File: src/rtl/dd_pkg.sv
`default_nettype none
// ----------------------------------------------------------------------------
// dd_pkg: shared types, constants and helpers for the date difference block
// Calendar tables, constant dividers and mod-7 reduction used by the pipeline.
// ----------------------------------------------------------------------------
package dd_pkg;

	localparam int YEAR_BITS = 12;
	// day ordinal of the last day of the widest year fits in YEAR_BITS + 9 bits
	localparam int ORD_BITS  = YEAR_BITS + 9;
	localparam int DAYS_BITS = 21;
	localparam int DIFF_BITS = (ORD_BITS > DAYS_BITS) ? ORD_BITS : DAYS_BITS;
	localparam logic [DAYS_BITS-1:0] DAYS_MAX = '1;

	localparam int MOFF_BITS = 9;
	localparam int LEN_BITS  = 5;
	localparam int DAY_BITS  = 8;

	localparam logic [3:0] MONTH_FEB = 4'd2;
	localparam logic [3:0] MONTH_MAR = 4'd3;
	localparam logic [3:0] MONTH_DEC = 4'd12;
	localparam logic [2:0] WEEKDAY_SUN = 3'd6;

	// divide by 25 through a reciprocal, exact for any YEAR_BITS-bit value
	localparam int DIV_SHIFT    = YEAR_BITS + 5;
	localparam int DIV_MUL_BITS = YEAR_BITS + 1;
	localparam int DIV_P_BITS   = 2 * YEAR_BITS + 6;
	localparam logic [DIV_MUL_BITS-1:0] DIV25_MUL =
		DIV_MUL_BITS'(((64'd1 << DIV_SHIFT) + 64'd24) / 64'd25);

	// octal digits of an ordinal, for the mod-7 digit sum
	localparam int MOD7_DIGITS = (ORD_BITS + 2) / 3;

	typedef struct packed {
		logic [YEAR_BITS-1:0] year;
		logic [3:0]           month;
		logic [4:0]           day_or_week;
		logic [2:0]           weekday;
		logic                 by_weekday;
	} date_t;

	typedef struct packed {
		logic s1;
		logic s2;
		logic s3;
		logic s4;
	} stage_en_t;

	function automatic logic [YEAR_BITS-1:0] div25(input logic [YEAR_BITS-1:0] x);
		logic [DIV_P_BITS-1:0] p;
		p = DIV_P_BITS'(x) * DIV_P_BITS'(DIV25_MUL);
		return p[DIV_SHIFT +: YEAR_BITS];
	endfunction

	// reduce a value of at most 14 to 0..6
	function automatic logic [2:0] red7(input logic [3:0] t);
		logic [3:0] r;
		r = t;
		if (r >= 4'd7) r = r - 4'd7;
		if (r >= 4'd7) r = r - 4'd7;
		return r[2:0];
	endfunction

	// 8 is 1 mod 7, so the octal digit sum keeps the residue
	function automatic logic [2:0] mod7(input logic [ORD_BITS-1:0] x);
		logic [3*MOD7_DIGITS-1:0] xp;
		logic [7:0]               s;
		logic [3:0]               t;
		xp = (3*MOD7_DIGITS)'(x);
		s  = '0;
		for (int i = 0; i < MOD7_DIGITS; i++) begin
			s = s + 8'(xp[3*i +: 3]);
		end
		t = 4'(red7(4'(s[7:6]) + 4'(s[5:3]))) + 4'(s[2:0]);
		return red7(t);
	endfunction

	// days before the first of the month in a common year
	function automatic logic [MOFF_BITS-1:0] cum_days(input logic [3:0] m);
		logic [MOFF_BITS-1:0] d;
		unique case (m)
			4'd2:    d = MOFF_BITS'(31);
			4'd3:    d = MOFF_BITS'(59);
			4'd4:    d = MOFF_BITS'(90);
			4'd5:    d = MOFF_BITS'(120);
			4'd6:    d = MOFF_BITS'(151);
			4'd7:    d = MOFF_BITS'(181);
			4'd8:    d = MOFF_BITS'(212);
			4'd9:    d = MOFF_BITS'(243);
			4'd10:   d = MOFF_BITS'(273);
			4'd11:   d = MOFF_BITS'(304);
			4'd12:   d = MOFF_BITS'(334);
			default: d = '0;
		endcase
		return d;
	endfunction

	function automatic logic [LEN_BITS-1:0] month_len(input logic [3:0] m);
		logic [LEN_BITS-1:0] d;
		unique case (m)
			4'd1, 4'd3, 4'd5, 4'd7, 4'd8, 4'd10, 4'd12: d = LEN_BITS'(31);
			4'd4, 4'd6, 4'd9, 4'd11:                    d = LEN_BITS'(30);
			4'd2:                                       d = LEN_BITS'(28);
			default:                                    d = '0;
		endcase
		return d;
	endfunction

endpackage
`default_nettype wire

File: src/rtl/dd_in_if.sv
`default_nettype none
// ----------------------------------------------------------------------------
// dd_in_if: input channel carrying a pair of dates
// Valid/ready handshake with both dates as payload.
// ----------------------------------------------------------------------------
interface dd_in_if;
	import dd_pkg::*;

	logic                 valid;
	logic                 ready;
	logic [YEAR_BITS-1:0] first_year;
	logic [3:0]           first_month;
	logic [4:0]           first_day_or_week;
	logic [2:0]           first_weekday;
	logic                 first_by_weekday;
	logic [YEAR_BITS-1:0] second_year;
	logic [3:0]           second_month;
	logic [4:0]           second_day_or_week;
	logic [2:0]           second_weekday;
	logic                 second_by_weekday;

	modport source (
		output valid, first_year, first_month, first_day_or_week, first_weekday,
			first_by_weekday, second_year, second_month, second_day_or_week,
			second_weekday, second_by_weekday,
		input  ready
	);

	modport sink (
		input  valid, first_year, first_month, first_day_or_week, first_weekday,
			first_by_weekday, second_year, second_month, second_day_or_week,
			second_weekday, second_by_weekday,
		output ready
	);
endinterface
`default_nettype wire

File: src/rtl/dd_out_if.sv
`default_nettype none
// ----------------------------------------------------------------------------
// dd_out_if: result channel
// Valid/ready handshake carrying the day difference and the invalid flag.
// ----------------------------------------------------------------------------
interface dd_out_if;
	import dd_pkg::*;

	logic                 valid;
	logic                 ready;
	logic [DAYS_BITS-1:0] days_between;
	logic                 invalid;

	modport source (
		output valid, days_between, invalid,
		input  ready
	);

	modport sink (
		input  valid, days_between, invalid,
		output ready
	);
endinterface
`default_nettype wire

File: src/rtl/dd_date_ord.sv
`default_nettype none
// ----------------------------------------------------------------------------
// dd_date_ord: four-stage day ordinal datapath for one date
// Turns a date (by day or by Nth weekday) into its ordinal and a valid flag.
// ----------------------------------------------------------------------------
module dd_date_ord (
	input  logic                          clk,
	input  dd_pkg::date_t                 date,
	input  dd_pkg::stage_en_t             en,
	output logic [dd_pkg::ORD_BITS-1:0]   ord,
	output logic                          ok
);
	import dd_pkg::*;

	// stage 1: year terms through constant dividers
	logic [YEAR_BITS-1:0] n_c;
	logic                 ok_c;
	logic [YEAR_BITS-1:0] y_s1, n_s1, q100_s1, q400_s1, qy4_s1, qy16_s1;
	logic [3:0]           m_s1;
	logic [4:0]           dw_s1;
	logic [2:0]           wd_s1;
	logic                 bw_s1, ok_s1;

	assign n_c  = date.year - YEAR_BITS'(1);
	assign ok_c = (date.year != '0) && (date.month != 4'd0) && (date.month <= MONTH_DEC);

	always_ff @(posedge clk) begin
		if (en.s1) begin
			y_s1    <= date.year;
			n_s1    <= n_c;
			q100_s1 <= div25(n_c >> 2);
			q400_s1 <= div25(n_c >> 4);
			qy4_s1  <= div25(date.year >> 2);
			qy16_s1 <= div25(date.year >> 4);
			m_s1    <= date.month;
			dw_s1   <= date.day_or_week;
			wd_s1   <= date.weekday;
			bw_s1   <= date.by_weekday;
			ok_s1   <= ok_c;
		end
	end

	// stage 2: leap year, days before the year and before the month
	logic                 not_cent, quad_cent, leap;
	logic [ORD_BITS-1:0]  ydays_s2;
	logic [MOFF_BITS-1:0] moff_s2;
	logic [LEN_BITS-1:0]  len_s2;
	logic [4:0]           dw_s2;
	logic [2:0]           wd_s2;
	logic                 bw_s2, ok_s2;

	assign not_cent  = YEAR_BITS'(qy4_s1 * YEAR_BITS'(25)) != (y_s1 >> 2);
	assign quad_cent = YEAR_BITS'(qy16_s1 * YEAR_BITS'(25)) == (y_s1 >> 4);
	assign leap      = ((y_s1[1:0] == 2'd0) && not_cent) || ((y_s1[3:0] == 4'd0) && quad_cent);

	always_ff @(posedge clk) begin
		if (en.s2) begin
			ydays_s2 <= ORD_BITS'(n_s1) * ORD_BITS'(365) + ORD_BITS'(n_s1 >> 2)
				- ORD_BITS'(q100_s1) + ORD_BITS'(q400_s1);
			moff_s2  <= cum_days(m_s1) + MOFF_BITS'(leap && (m_s1 >= MONTH_MAR));
			len_s2   <= month_len(m_s1) + LEN_BITS'(leap && (m_s1 == MONTH_FEB));
			dw_s2    <= dw_s1;
			wd_s2    <= wd_s1;
			bw_s2    <= bw_s1;
			ok_s2    <= ok_s1;
		end
	end

	// stage 3: month base ordinal and weekday of its first day
	logic [ORD_BITS-1:0] base_s3;
	logic [2:0]          fw_s3;
	logic [LEN_BITS-1:0] len_s3;
	logic [4:0]          dw_s3;
	logic [2:0]          wd_s3;
	logic                bw_s3, ok_s3;

	always_ff @(posedge clk) begin
		if (en.s3) begin
			base_s3 <= ydays_s2 + ORD_BITS'(moff_s2);
			fw_s3   <= red7(4'(mod7(ydays_s2)) + 4'(mod7(ORD_BITS'(moff_s2))));
			len_s3  <= len_s2;
			dw_s3   <= dw_s2;
			wd_s3   <= wd_s2;
			bw_s3   <= bw_s2;
			ok_s3   <= ok_s2;
		end
	end

	// stage 4: day of month, range check, final ordinal
	logic [2:0]          off;
	logic [DAY_BITS-1:0] day_wd, day;
	logic                bad_wd, ok_c4;

	assign off    = red7(4'(wd_s3) + 4'd7 - 4'(fw_s3));
	assign day_wd = DAY_BITS'(1) + DAY_BITS'(off)
		+ DAY_BITS'(DAY_BITS'(7) * (DAY_BITS'(dw_s3) - DAY_BITS'(1)));
	assign day    = bw_s3 ? day_wd : DAY_BITS'(dw_s3);
	assign bad_wd = bw_s3 && ((wd_s3 > WEEKDAY_SUN) || (dw_s3 == 5'd0));
	assign ok_c4  = ok_s3 && !bad_wd && (day != '0) && (day <= DAY_BITS'(len_s3));

	always_ff @(posedge clk) begin
		if (en.s4) begin
			ord <= base_s3 + ORD_BITS'(day);
			ok  <= ok_c4;
		end
	end

endmodule
`default_nettype wire

File: src/rtl/date_difference_days.sv
`default_nettype none
// ----------------------------------------------------------------------------
// date_difference_days: absolute day count between two Gregorian dates
// Five-stage pipeline with valid bits and per-stage stall control.
// ----------------------------------------------------------------------------
// usage
//   dates  : sink channel, two dates per transaction; each date is either
//            year-month-day or year-month plus week number and weekday
//   result : source channel, days_between and invalid per transaction
//   path   : an accepted transaction passes stages 1 to 5 in order before
//            result.valid, the last stage being the output register
//   rate   : one transaction per cycle unless a low result.ready holds the
//            pipeline; no stage works on an item iteratively
//   stall  : each stage loads whenever it is empty or the one after it moves,
//            so bubbles close up and dates.ready only drops once all five
//            stages are full with result.ready low
//   reset  : arst_n clears the valid bits only; the datapath registers are not reset
//   invalid: either date missing from the calendar gives invalid high and a
//            zero day count
// ----------------------------------------------------------------------------
module date_difference_days (
	input  logic     clk,
	input  logic     arst_n,
	dd_in_if.sink    dates,
	dd_out_if.source result
);
	import dd_pkg::*;

	date_t               date_a, date_b;
	stage_en_t           en;
	logic                en_s1, en_s2, en_s3, en_s4, en_s5;
	logic                v_s1, v_s2, v_s3, v_s4, v_s5;
	logic [ORD_BITS-1:0] ord_a, ord_b;
	logic                ok_a, ok_b;

	assign date_a = '{
		year:        dates.first_year,
		month:       dates.first_month,
		day_or_week: dates.first_day_or_week,
		weekday:     dates.first_weekday,
		by_weekday:  dates.first_by_weekday
	};
	assign date_b = '{
		year:        dates.second_year,
		month:       dates.second_month,
		day_or_week: dates.second_day_or_week,
		weekday:     dates.second_weekday,
		by_weekday:  dates.second_by_weekday
	};

	// a stage moves when it is empty or its successor moves
	assign en_s5 = !v_s5 || result.ready;
	assign en_s4 = !v_s4 || en_s5;
	assign en_s3 = !v_s3 || en_s4;
	assign en_s2 = !v_s2 || en_s3;
	assign en_s1 = !v_s1 || en_s2;

	assign en = '{s1: en_s1, s2: en_s2, s3: en_s3, s4: en_s4};

	assign dates.ready = en_s1;

	always_ff @(posedge clk or negedge arst_n) begin
		if (!arst_n) begin
			v_s1 <= 1'b0;
			v_s2 <= 1'b0;
			v_s3 <= 1'b0;
			v_s4 <= 1'b0;
			v_s5 <= 1'b0;
		end else begin
			if (en_s1) v_s1 <= dates.valid;
			if (en_s2) v_s2 <= v_s1;
			if (en_s3) v_s3 <= v_s2;
			if (en_s4) v_s4 <= v_s3;
			if (en_s5) v_s5 <= v_s4;
		end
	end

	// both dates travel in lockstep under the same stage enables
	dd_date_ord u_ord_a (
		.clk  (clk),
		.date (date_a),
		.en   (en),
		.ord  (ord_a),
		.ok   (ok_a)
	);

	dd_date_ord u_ord_b (
		.clk  (clk),
		.date (date_b),
		.en   (en),
		.ord  (ord_b),
		.ok   (ok_b)
	);

	// stage 5: absolute difference, saturated to the output width
	logic [DIFF_BITS-1:0] diff;
	logic [DAYS_BITS-1:0] days_c;
	logic [DAYS_BITS-1:0] days_s5;
	logic                 invalid_s5;

	assign diff = (ord_a > ord_b) ? DIFF_BITS'(ord_a - ord_b) : DIFF_BITS'(ord_b - ord_a);

	always_comb begin
		if (!(ok_a && ok_b)) begin
			days_c = '0;
		end else if (diff > DIFF_BITS'(DAYS_MAX)) begin
			days_c = DAYS_MAX;
		end else begin
			days_c = DAYS_BITS'(diff);
		end
	end

	always_ff @(posedge clk) begin
		if (en_s5) begin
			days_s5    <= days_c;
			invalid_s5 <= !(ok_a && ok_b);
		end
	end

	assign result.valid        = v_s5;
	assign result.days_between = days_s5;
	assign result.invalid      = invalid_s5;

endmodule
`default_nettype wire
File: src/flat_wrapper.sv
// flat-port wrapper written by rule: the top's interface ports become plain ports
module date_difference_days_flat import dd_pkg::*;
  (clk, arst_n, dates_valid, dates_first_year, dates_first_month, dates_first_day_or_week, dates_first_weekday, dates_first_by_weekday, dates_second_year, dates_second_month, dates_second_day_or_week, dates_second_weekday, dates_second_by_weekday, dates_ready, result_valid, result_days_between, result_invalid, result_ready);
  dd_in_if dates_i ();
  dd_out_if result_i ();
  input  logic clk;
  input  logic arst_n;
  input wire logic [$bits(dates_i.valid)-1:0] dates_valid;
  input wire logic [$bits(dates_i.first_year)-1:0] dates_first_year;
  input wire logic [$bits(dates_i.first_month)-1:0] dates_first_month;
  input wire logic [$bits(dates_i.first_day_or_week)-1:0] dates_first_day_or_week;
  input wire logic [$bits(dates_i.first_weekday)-1:0] dates_first_weekday;
  input wire logic [$bits(dates_i.first_by_weekday)-1:0] dates_first_by_weekday;
  input wire logic [$bits(dates_i.second_year)-1:0] dates_second_year;
  input wire logic [$bits(dates_i.second_month)-1:0] dates_second_month;
  input wire logic [$bits(dates_i.second_day_or_week)-1:0] dates_second_day_or_week;
  input wire logic [$bits(dates_i.second_weekday)-1:0] dates_second_weekday;
  input wire logic [$bits(dates_i.second_by_weekday)-1:0] dates_second_by_weekday;
  output wire logic [$bits(dates_i.ready)-1:0] dates_ready;
  output wire logic [$bits(result_i.valid)-1:0] result_valid;
  output wire logic [$bits(result_i.days_between)-1:0] result_days_between;
  output wire logic [$bits(result_i.invalid)-1:0] result_invalid;
  input wire logic [$bits(result_i.ready)-1:0] result_ready;
  assign dates_i.valid = dates_valid;
  assign dates_i.first_year = dates_first_year;
  assign dates_i.first_month = dates_first_month;
  assign dates_i.first_day_or_week = dates_first_day_or_week;
  assign dates_i.first_weekday = dates_first_weekday;
  assign dates_i.first_by_weekday = dates_first_by_weekday;
  assign dates_i.second_year = dates_second_year;
  assign dates_i.second_month = dates_second_month;
  assign dates_i.second_day_or_week = dates_second_day_or_week;
  assign dates_i.second_weekday = dates_second_weekday;
  assign dates_i.second_by_weekday = dates_second_by_weekday;
  assign dates_ready = dates_i.ready;
  assign result_valid = result_i.valid;
  assign result_days_between = result_i.days_between;
  assign result_invalid = result_i.invalid;
  assign result_i.ready = result_ready;
  date_difference_days u_core (.clk(clk), .arst_n(arst_n), .dates(dates_i), .result(result_i));
endmodule
File: config.mk
export PLATFORM = sky130hd
export DESIGN_NAME = date_difference_days_flat
export DESIGN_NICKNAME = d
export VERILOG_FILES = /design/src/rtl/dd_pkg.sv /design/src/rtl/dd_in_if.sv /design/src/rtl/dd_out_if.sv /design/src/rtl/dd_date_ord.sv /design/src/rtl/date_difference_days.sv /design/src/flat_wrapper.sv
export SDC_FILE = /design/constraint.sdc
export NUM_CORES = 2
export LEC_CHECK = 0
export BUFFER_PORTS_ARGS = -buffer_cell sky130_fd_sc_hd__buf_2
export CORE_UTILIZATION = 55
export CTS_CLUSTER_SIZE = 12
export DETAILED_ROUTE_END_ITERATION = 8
export PLACE_DENSITY = 0.71
export RECOVER_POWER = 25
export REMOVE_ABC_BUFFERS = 1
export SYNTH_ARGS = -nofsm -noshare
export SYNTH_HDL_FRONTEND = slang
export SYNTH_SLANG_ARGS = --single-unit
File: constraint.sdc
create_clock -name clk -period 9.8 [get_ports clk]
set_clock_uncertainty 0.15 [all_clocks]
set_input_delay 0.49 -clock clk [delete_from_list [all_inputs] [get_ports clk]]
set_output_delay 0.49 -clock clk [all_outputs]
set_load 0.02 [all_outputs]
# ---- Word-level counts from Yosys, hierarchy flattened
# Memories as Yosys holds them, arrays and structs flattened. A register that Yosys moved wholly into a read port is not among the register bits.
# Cells that the tools add are included.
dict set report word_totals {
  ff_bits 379
  romBits 448
  input_bits 54
  output_inout_bits 24
  word_cells 303
  memories 4
}
# memory words width rd rd_clocked_by_memory_dff wr line
set memory_table {}
lappend memory_table {{(name not given)} 16 9 1 1 0 dd_pkg.sv:81} ;# unique case (m)
lappend memory_table {{(name not given)} 16 9 1 1 0 dd_pkg.sv:81}
lappend memory_table {{(name not given)} 16 5 1 1 0 dd_pkg.sv:100} ;# unique case (m)
lappend memory_table {{(name not given)} 16 5 1 1 0 dd_pkg.sv:100}
dict set report classes {
  addsub 78
  multipliers 16
  magnitude_cmp 34
  n_eq_ne 6
  mux 54
  n_reduce_logical 50
}
# cell n
set op_table {}
lappend op_table {{$mux 4} 26}
lappend op_table {{$mul 10x13->23 const B} 4}
lappend op_table {{$ge 4x3->1 const B} 22}
lappend op_table {{$add 21x8->21} 4}
lappend op_table {{$mul 8x13->21 const B} 4}
lappend op_table {{$mux 3} 20}
lappend op_table {{$mul 8x5->12 const B} 4}
lappend op_table {{$add 21x10->21} 2}
lappend op_table {{$add 21x9->21} 2}
lappend op_table {{$mul 12x9->21 const B} 2}
lappend op_table {{$mux 21} 2}
lappend op_table {{$sub 21x21->21} 2}
lappend op_table {{$sub 21x8->21} 2}
lappend op_table {{$add 3x3->4} 10}
lappend op_table {{$sub 4x3->4 const B} 10}
lappend op_table {{$sub 3x3->3 const B} 12}
lappend op_table {{$eq 12x8->1} 2}
lappend op_table {{$ne 12x10->1} 2}
lappend op_table {{$reduce_bool 12->1} 2}
lappend op_table {{$sub 12x1->12 const B} 2}
lappend op_table {{$gt 21x21->1} 1}
lappend op_table {{$gt 21x21->1 const B} 1}
lappend op_table {{$logic_and 1x1->1} 21}
lappend op_table {{$add 4x3->5} 4}
lappend op_table {{31 further kinds} 75}

# ---- Logic depth before layout (Yosys ltp)
dict set report logic_depth {
  depth_word 26
  mapped_depth 38
  depth_no_buf 38
}

# ---- By module
# From an unflattened synthesis, not the netlist that was laid out.
dict set report unflattened {
  cells_unflattened 4141
  hier_area_um2 43610.6
}
# mod n_inst cells_per_inst area_each_um2 seq_area_each_um2
set by_module_without_submodules {}
lappend by_module_without_submodules {{dd_date_ord at u_core.u_ord_b} 1 1895 20294.5 5165.0}
lappend by_module_without_submodules {{dd_date_ord at u_core.u_ord_a} 1 1829 19924.1 5165.0}
lappend by_module_without_submodules {date_difference_days 1 417 3392.0 785.8}

# ---- Worst setup path before layout
# No wires, ideal clock.
dict set report synth_path {
  path_kind {register to register}
  from {reg u_core.u_ord_b.ydays_s2[2]}
  to {reg u_core.u_ord_b.fw_s3[1], data pin}
  setup_ps 260
  arrival_ps 9052
  required_time_ps 9390
  path_slack_ps 338
  stages_incl_launch_ff 39
  path_buffers 0
  period_less_slack_ps 9462
  path_cell_list {edfxtp_1 inv_1 fa_1 inv_1 fa_1 inv_1 fa_1 inv_1 fa_1 inv_1 fa_1 nor2b_1 o21ai_0 nand2b_1 a21boi_0 ha_1 o21ai_0 nand2_1 (+3 left out) ha_1 a21boi_0 mux2_2 ha_1 nor3b_1 a31oi_1 a2bb2oi_1 mux2_2 ha_1 a21o_1 a21oi_1 a21boi_0 mux2_2 ha_1 inv_1 o22ai_1 a22o_1 mux2_2}
}
dict set report synth_via {
  elab_chain_cells 26
  elab_cells_between_ends 32
  cone_classes {add/sub: 15; order compare: 6; mux: 11}
}
# element line
set synth_rtl {}
lappend synth_rtl {{from (decl)} dd_date_ord.sv:45} ;# logic [ORD_BITS-1:0] ydays_s2;
lappend synth_rtl {{from (signal assigned)} dd_date_ord.sv:58} ;# ydays_s2 <= ORD_BITS'(n_s1) * ORD_BITS'(365) + ORD_BITS'(n_s1 >> 2)
lappend synth_rtl {{$add 3x3->4 (*)} dd_pkg.sv:72} ;# s = s + 8'(xp[3*i +: 3]);
lappend synth_rtl {{$add 4x3->5 (*)} dd_pkg.sv:72}
lappend synth_rtl {{$add 5x3->6 (*)} dd_pkg.sv:72}
lappend synth_rtl {{$add 6x3->7 (*)} dd_pkg.sv:72}
lappend synth_rtl {{$add 7x3->8 (*)} dd_pkg.sv:72}
lappend synth_rtl {{$add 8x3->8 (*)} dd_pkg.sv:72}
lappend synth_rtl {{$add 2x3->4} dd_pkg.sv:74} ;# t = 4'(red7(4'(s[7:6]) + 4'(s[5:3]))) + 4'(s[2:0]);
lappend synth_rtl {{$sub 4x3->4 or $ge 4x3->1 (tied branches)} dd_pkg.sv:59} ;# if (r >= 4'd7) r = r - 4'd7;
lappend synth_rtl {{(+10 left out)} --}
lappend synth_rtl {{$mux 3 (*)} dd_pkg.sv:60} ;# if (r >= 4'd7) r = r - 4'd7;
lappend synth_rtl {{$mux 3 (*)} dd_date_ord.sv:78} ;# if (en.s3) begin
lappend synth_rtl {{$add 3x3->4 (*)} dd_date_ord.sv:80} ;# fw_s3 <= red7(4'(mod7(ydays_s2)) + 4'(mod7(ORD_BITS'(moff_s2))));
lappend synth_rtl {{$sub 4x3->4 or $ge 4x3->1 (tied branches)} dd_pkg.sv:59}
lappend synth_rtl {{$mux 4 (*)} dd_pkg.sv:59}
lappend synth_rtl {{$mux 4 (*)} dd_date_ord.sv:78}
lappend synth_rtl {{$ge 4x3->1 or $sub 3x3->3 (tied branches)} dd_pkg.sv:60}
lappend synth_rtl {{$mux 3 (*)} dd_pkg.sv:60}
lappend synth_rtl {{to (signal assigned)} dd_date_ord.sv:80}
lappend synth_rtl {{to (decl)} dd_date_ord.sv:71} ;# logic [2:0] fw_s3;
# Mark *: on every way between the ends. The rest lies on a longest branch, timed or not. The select of a mux whose other input is x is not followed.
# A chain may end at the register's enable or synchronous reset.

# ---- Worst setup path after layout
dict set report layout_path {
  from {reg u_core.u_ord_a.ydays_s2[2]}
  to {reg u_core.u_ord_a.fw_s3[1], data pin}
}
dict set report layout_via {
  elab_chain_cells 26
  elab_cells_between_ends 32
  cone_classes {add/sub: 15; order compare: 6; mux: 11}
}
# element line
set layout_rtl {}
lappend layout_rtl {{from (decl)} dd_date_ord.sv:45}
lappend layout_rtl {{from (signal assigned)} dd_date_ord.sv:58}
lappend layout_rtl {{$add 3x3->4 (*)} dd_pkg.sv:72}
lappend layout_rtl {{$add 4x3->5 (*)} dd_pkg.sv:72}
lappend layout_rtl {{$add 5x3->6 (*)} dd_pkg.sv:72}
lappend layout_rtl {{$add 6x3->7 (*)} dd_pkg.sv:72}
lappend layout_rtl {{$add 7x3->8 (*)} dd_pkg.sv:72}
lappend layout_rtl {{$add 8x3->8 (*)} dd_pkg.sv:72}
lappend layout_rtl {{$add 2x3->4} dd_pkg.sv:74}
lappend layout_rtl {{$sub 4x3->4 or $ge 4x3->1 (tied branches)} dd_pkg.sv:59}
lappend layout_rtl {{(+10 left out)} --}
lappend layout_rtl {{$mux 3 (*)} dd_pkg.sv:60}
lappend layout_rtl {{$mux 3 (*)} dd_date_ord.sv:78}
lappend layout_rtl {{$add 3x3->4 (*)} dd_date_ord.sv:80}
lappend layout_rtl {{$sub 4x3->4 or $ge 4x3->1 (tied branches)} dd_pkg.sv:59}
lappend layout_rtl {{$mux 4 (*)} dd_pkg.sv:59}
lappend layout_rtl {{$mux 4 (*)} dd_date_ord.sv:78}
lappend layout_rtl {{$ge 4x3->1 or $sub 3x3->3 (tied branches)} dd_pkg.sv:60}
lappend layout_rtl {{$mux 3 (*)} dd_pkg.sv:60}
lappend layout_rtl {{to (signal assigned)} dd_date_ord.sv:80}
lappend layout_rtl {{to (decl)} dd_date_ord.sv:71}
# Marked as above.

==> reports/results.ini <==
[global_routing]
grt_first_pass_wirelength_um=139000
maximum_number_of_pins_on_one_net_before_global_route_repair=80
globalRouteTotalUtil=0.222
grt_overflow_total=0
first_global_vias=27800
grt_antenna_before_repair=3

[worst_setup_path]
critPathMaxStageDelay_ps=530
startpoint_type=flop
worstRegToRegCells=38
critPathBufInv=7
slowest_stage=sky130_fd_sc_hd__fa_1
crit-reg2reg-capture=u_core.u_ord_a.fw_s3[1]
worst_ep_arrival_time_ps=9600
critPathTopFamily=adder cells
reg2reg_setup_slack_ps=370
reg2reg_from=u_core.u_ord_a.ydays_s2[2]
cpMostUsedCell=sky130_fd_sc_hd__inv_1
worst_setup_path_end_kind=flop
worst-setup-path-type=reg -> reg
worstPathRequired_ps=9970
worstPathMaxFanout=6

[timing]
fin_crit_sh=0.962
timing.slew.headroom=0.134
max_freq_mhz=106
hold_viol_final=0
finalWorstSetupSlack_ps=371
hold_slack_ps=123
timing.final.crit_period_ps=9430
maxSlewViolCount=0
timing_worst_slew_pin_value_ps=1300
setup_violations=0

[clocking]
root_buffer=sky130_fd_sc_hd__clkbuf_16
tritoncts=built
path_clk_slew_ps=60
insertion_delay_ps=580
htreeDepth=2
cts.path.max_buffers=3
cts.sink_count=379
total_clock_buffers_created_by_cts=44

[cells_and_area]
num_antenna_cells=0
layout-drive-gt1-share=0.0461
layout_overhead_on_the_synthesized_area_pct=8.38
post-route-util=0.603
fin_nets=5360

[floorplan]
die_area_um2=78000
width_of_the_die_um=279
io_pins=78
floorplan.initialDensity=0.557
placeableCoreArea_um2=75900
std_cell_rows=101
dieHeight_um=279

[synthesis]
synthCells=3939
yosysTopAreaCell=sky130_fd_sc_hd__edfxtp_1
yosysUniqueCellTypes=86
ys_ff_latch=379
synth.yosys.seq_area_share=0.263
synth_top_cells_by_area=sky130_fd_sc_hd__edfxtp_1 (25%), sky130_fd_sc_hd__ha_1 (24%), sky130_fd_sc_hd__fa_1 (19%)
synthesis.yosys.warnings=0
most_frequently_used_flop_master_after_synthesis=sky130_fd_sc_hd__edfxtp_1
synth-edff-count=350
average_size_of_a_mapped_cell_um2=10.7
syn-cell-area_um2=42300
share_of_yosys_cell_area_claimed_by_the_top_area_cell_type=0.249
synth_async_sr_flop_share=0.0132

[drt]
routed_wl_um=83800
route.detailed.drc=0
highest-signal-layer=met4
detailroute.wirelength.met3_um=2490
met1_length_um=38200
detail_route.vias_per_cell=5.26
wl_cell_um=16.3
drt_first_iter_violations=1195
route.antenna.remaining_nets=0
route.met2.wl_um=41100
drt-pass1-iter-count=5
routed-via-count=27100

[min_path]
hold-path-endpoint=u_core.u_ord_b.dw_s1[4]
startpoint_of_the_lowest_slack_hold_path=dates_second_day_or_week[4]
hold_path_class=in -> reg
hold-path-cell-count=1

[place]
final_weighted_congestion_of_routability_driven_global_placement=0.938
detailedPlace.worstSlack_ps=-193
port-buffer-count=77
hpwlAfterDp_um=69300

[run]
drv.max_cap_violation_count=0

[status]
outcome=finished clean

-- kinds of logic (layout without fill, tap and decap cells) --
family / Yosys count / after routing / synth area share
AND/OR/NAND/NOR: 568 / 568 / 0.0655
adder cells (fa/ha/maj): 1218 / 1218 / 0.430
AO/OA/AOI/OAI: 555 / 555 / 0.0868
buffers and inverters: 867 / 1049 / 0.0786
flip-flops: 379 / 379 / 0.263
XOR/XNOR: 294 / 294 / 0.0609
multiplexers: 58 / 58 / 0.0149
-- layout by cell type, fill, tap and decap left out, types with 12 or more instances in the layout --
cell type                       instances
sky130_fd_sc_hd__o21ai_0              107
sky130_fd_sc_hd__dfxtp_1               24
sky130_fd_sc_hd__edfxtp_1             350
sky130_fd_sc_hd__xor2_1                84
sky130_fd_sc_hd__dlygate4sd3_1         28
sky130_fd_sc_hd__and3_1                32
sky130_fd_sc_hd__o21bai_1              20
sky130_fd_sc_hd__nor2b_1               24
sky130_fd_sc_hd__a211oi_1              20
sky130_fd_sc_hd__inv_1                838
sky130_fd_sc_hd__and2_1                15
sky130_fd_sc_hd__mux2i_1               26
sky130_fd_sc_hd__nand2b_1              16
sky130_fd_sc_hd__clkbuf_16             45
sky130_fd_sc_hd__nand3_1               72
sky130_fd_sc_hd__clkbuf_1              77
sky130_fd_sc_hd__xnor2_1              202
sky130_fd_sc_hd__fa_1                 392
sky130_fd_sc_hd__nor2_1               118
sky130_fd_sc_hd__nand2_1              170
sky130_fd_sc_hd__a21oi_1              143
sky130_fd_sc_hd__nor3_1                32
sky130_fd_sc_hd__o21a_1                20
sky130_fd_sc_hd__ha_1                 815
sky130_fd_sc_hd__buf_2                 12
sky130_fd_sc_hd__a31oi_1               15
sky130_fd_sc_hd__mux2_2                29
sky130_fd_sc_hd__o211ai_1              17
sky130_fd_sc_hd__buf_4                 22
sky130_fd_sc_hd__nand4_1               24
sky130_fd_sc_hd__a21o_1                71
sky130_fd_sc_hd__a21boi_0              19
-- worst max path at each step --
stage / startpoint / end / slack, ps / cells after the start
after floorplan: u_core.u_ord_b.ydays_s2[2] / u_core.u_ord_b.fw_s3[1] / 340 / 38
after global placement: u_core.u_ord_b.ydays_s2[11] / u_core.u_ord_b.fw_s3[1] / 110 / 37
after detailed placement: u_core.u_ord_a.ydays_s2[11] / u_core.u_ord_a.fw_s3[1] / -190 / 36
after CTS: u_core.u_ord_a.ydays_s2[11] / u_core.u_ord_a.fw_s3[1] / 10 / 38
after global routing: u_core.u_ord_a.ydays_s2[2] / u_core.u_ord_a.fw_s3[1] / -60 / 38
final: u_core.u_ord_a.ydays_s2[2] / u_core.u_ord_a.fw_s3[1] / 370 / 38
-- metal layers --
metal | vias to the layer above | track usage
li1 | 13500 | -
met1 | 13100 | 0.296
met2 | 358 | 0.386
met3 | 106 | 0.0214
met4 | 0 | 0.0569
met5 | - | 0
-- Yosys cell counts (all sizes together), types with 21 or more instances --
cell and n:
mux2i 26, xnor2 206, dfxtp 24, nor2b 24
nor3 33, xor2 88, a21o 71, mux2 32
fa 394, nor2 121, nand3 73, and3 32
a211oi 21, edfxtp 350, ha 824, nand2 173
a21oi 152, o21ai 111, inv 838, nand4 24
a21boi 23
-- through the flow --
| stage | cells | setup TNS (ps) | instance area [um^2] |
|---|---|---|---|
| detailed placement | 5037 | -435 | 43900 |
| finish | 5151 | 0 | 45800 |
| floorplan | 3912 | 0 | 42100 |
| global placement | 5037 | 0 | 43900 |
| CTS | 5144 | 0 | 45700 |
| global route | 5151 | -59.3 | 45800 |
-- sequential cells by signal, summed over array words and instances, names as in the netlist, 9 cells and up, named ones only --
name / count
u_core.u_ord_b.ord: 21
u_core.u_ord_b.y_s1: 12
u_core.u_ord_a.base_s3: 21
u_core.u_ord_a.n_s1: 12
u_core.u_ord_b.n_s1: 12
u_core.u_ord_b.moff_s2: 9
u_core.u_ord_b.ydays_s2: 21
u_core.u_ord_a.ord: 21
u_core.u_ord_a.ydays_s2: 21
u_core.u_ord_b.base_s3: 21
u_core.u_ord_a.moff_s2: 9
u_core.u_ord_a.y_s1: 12
u_core.result.days_between: 21
-- final cells by class --
class	instances	area (um^2)
Multi-Input combinational cell	2693	28000
Timing Repair Buffer	130	761
Sequential cell	379	11100
Clock inverter	18	226
Fill cell	6255	30100
Clock buffer	61	1260
Inverter	840	3150
Tap cell	1030	1290
-- timing repair --
| item | 4_1_cts | 5_1_grt |
|---|---|---|
| setup endpoints to repair | 4 | 6 |
| setup buffers | 0 | 7 |
| resized for setup | 5 | 33 |
| pin swaps | 0 | 4 |
| hold endpoints to repair | 32 | 0 |
| hold buffers | 28 | 0 |
Power is not shown: default switching activity piles up to over one toggle a cycle in this logic, so the estimate is an artifact.
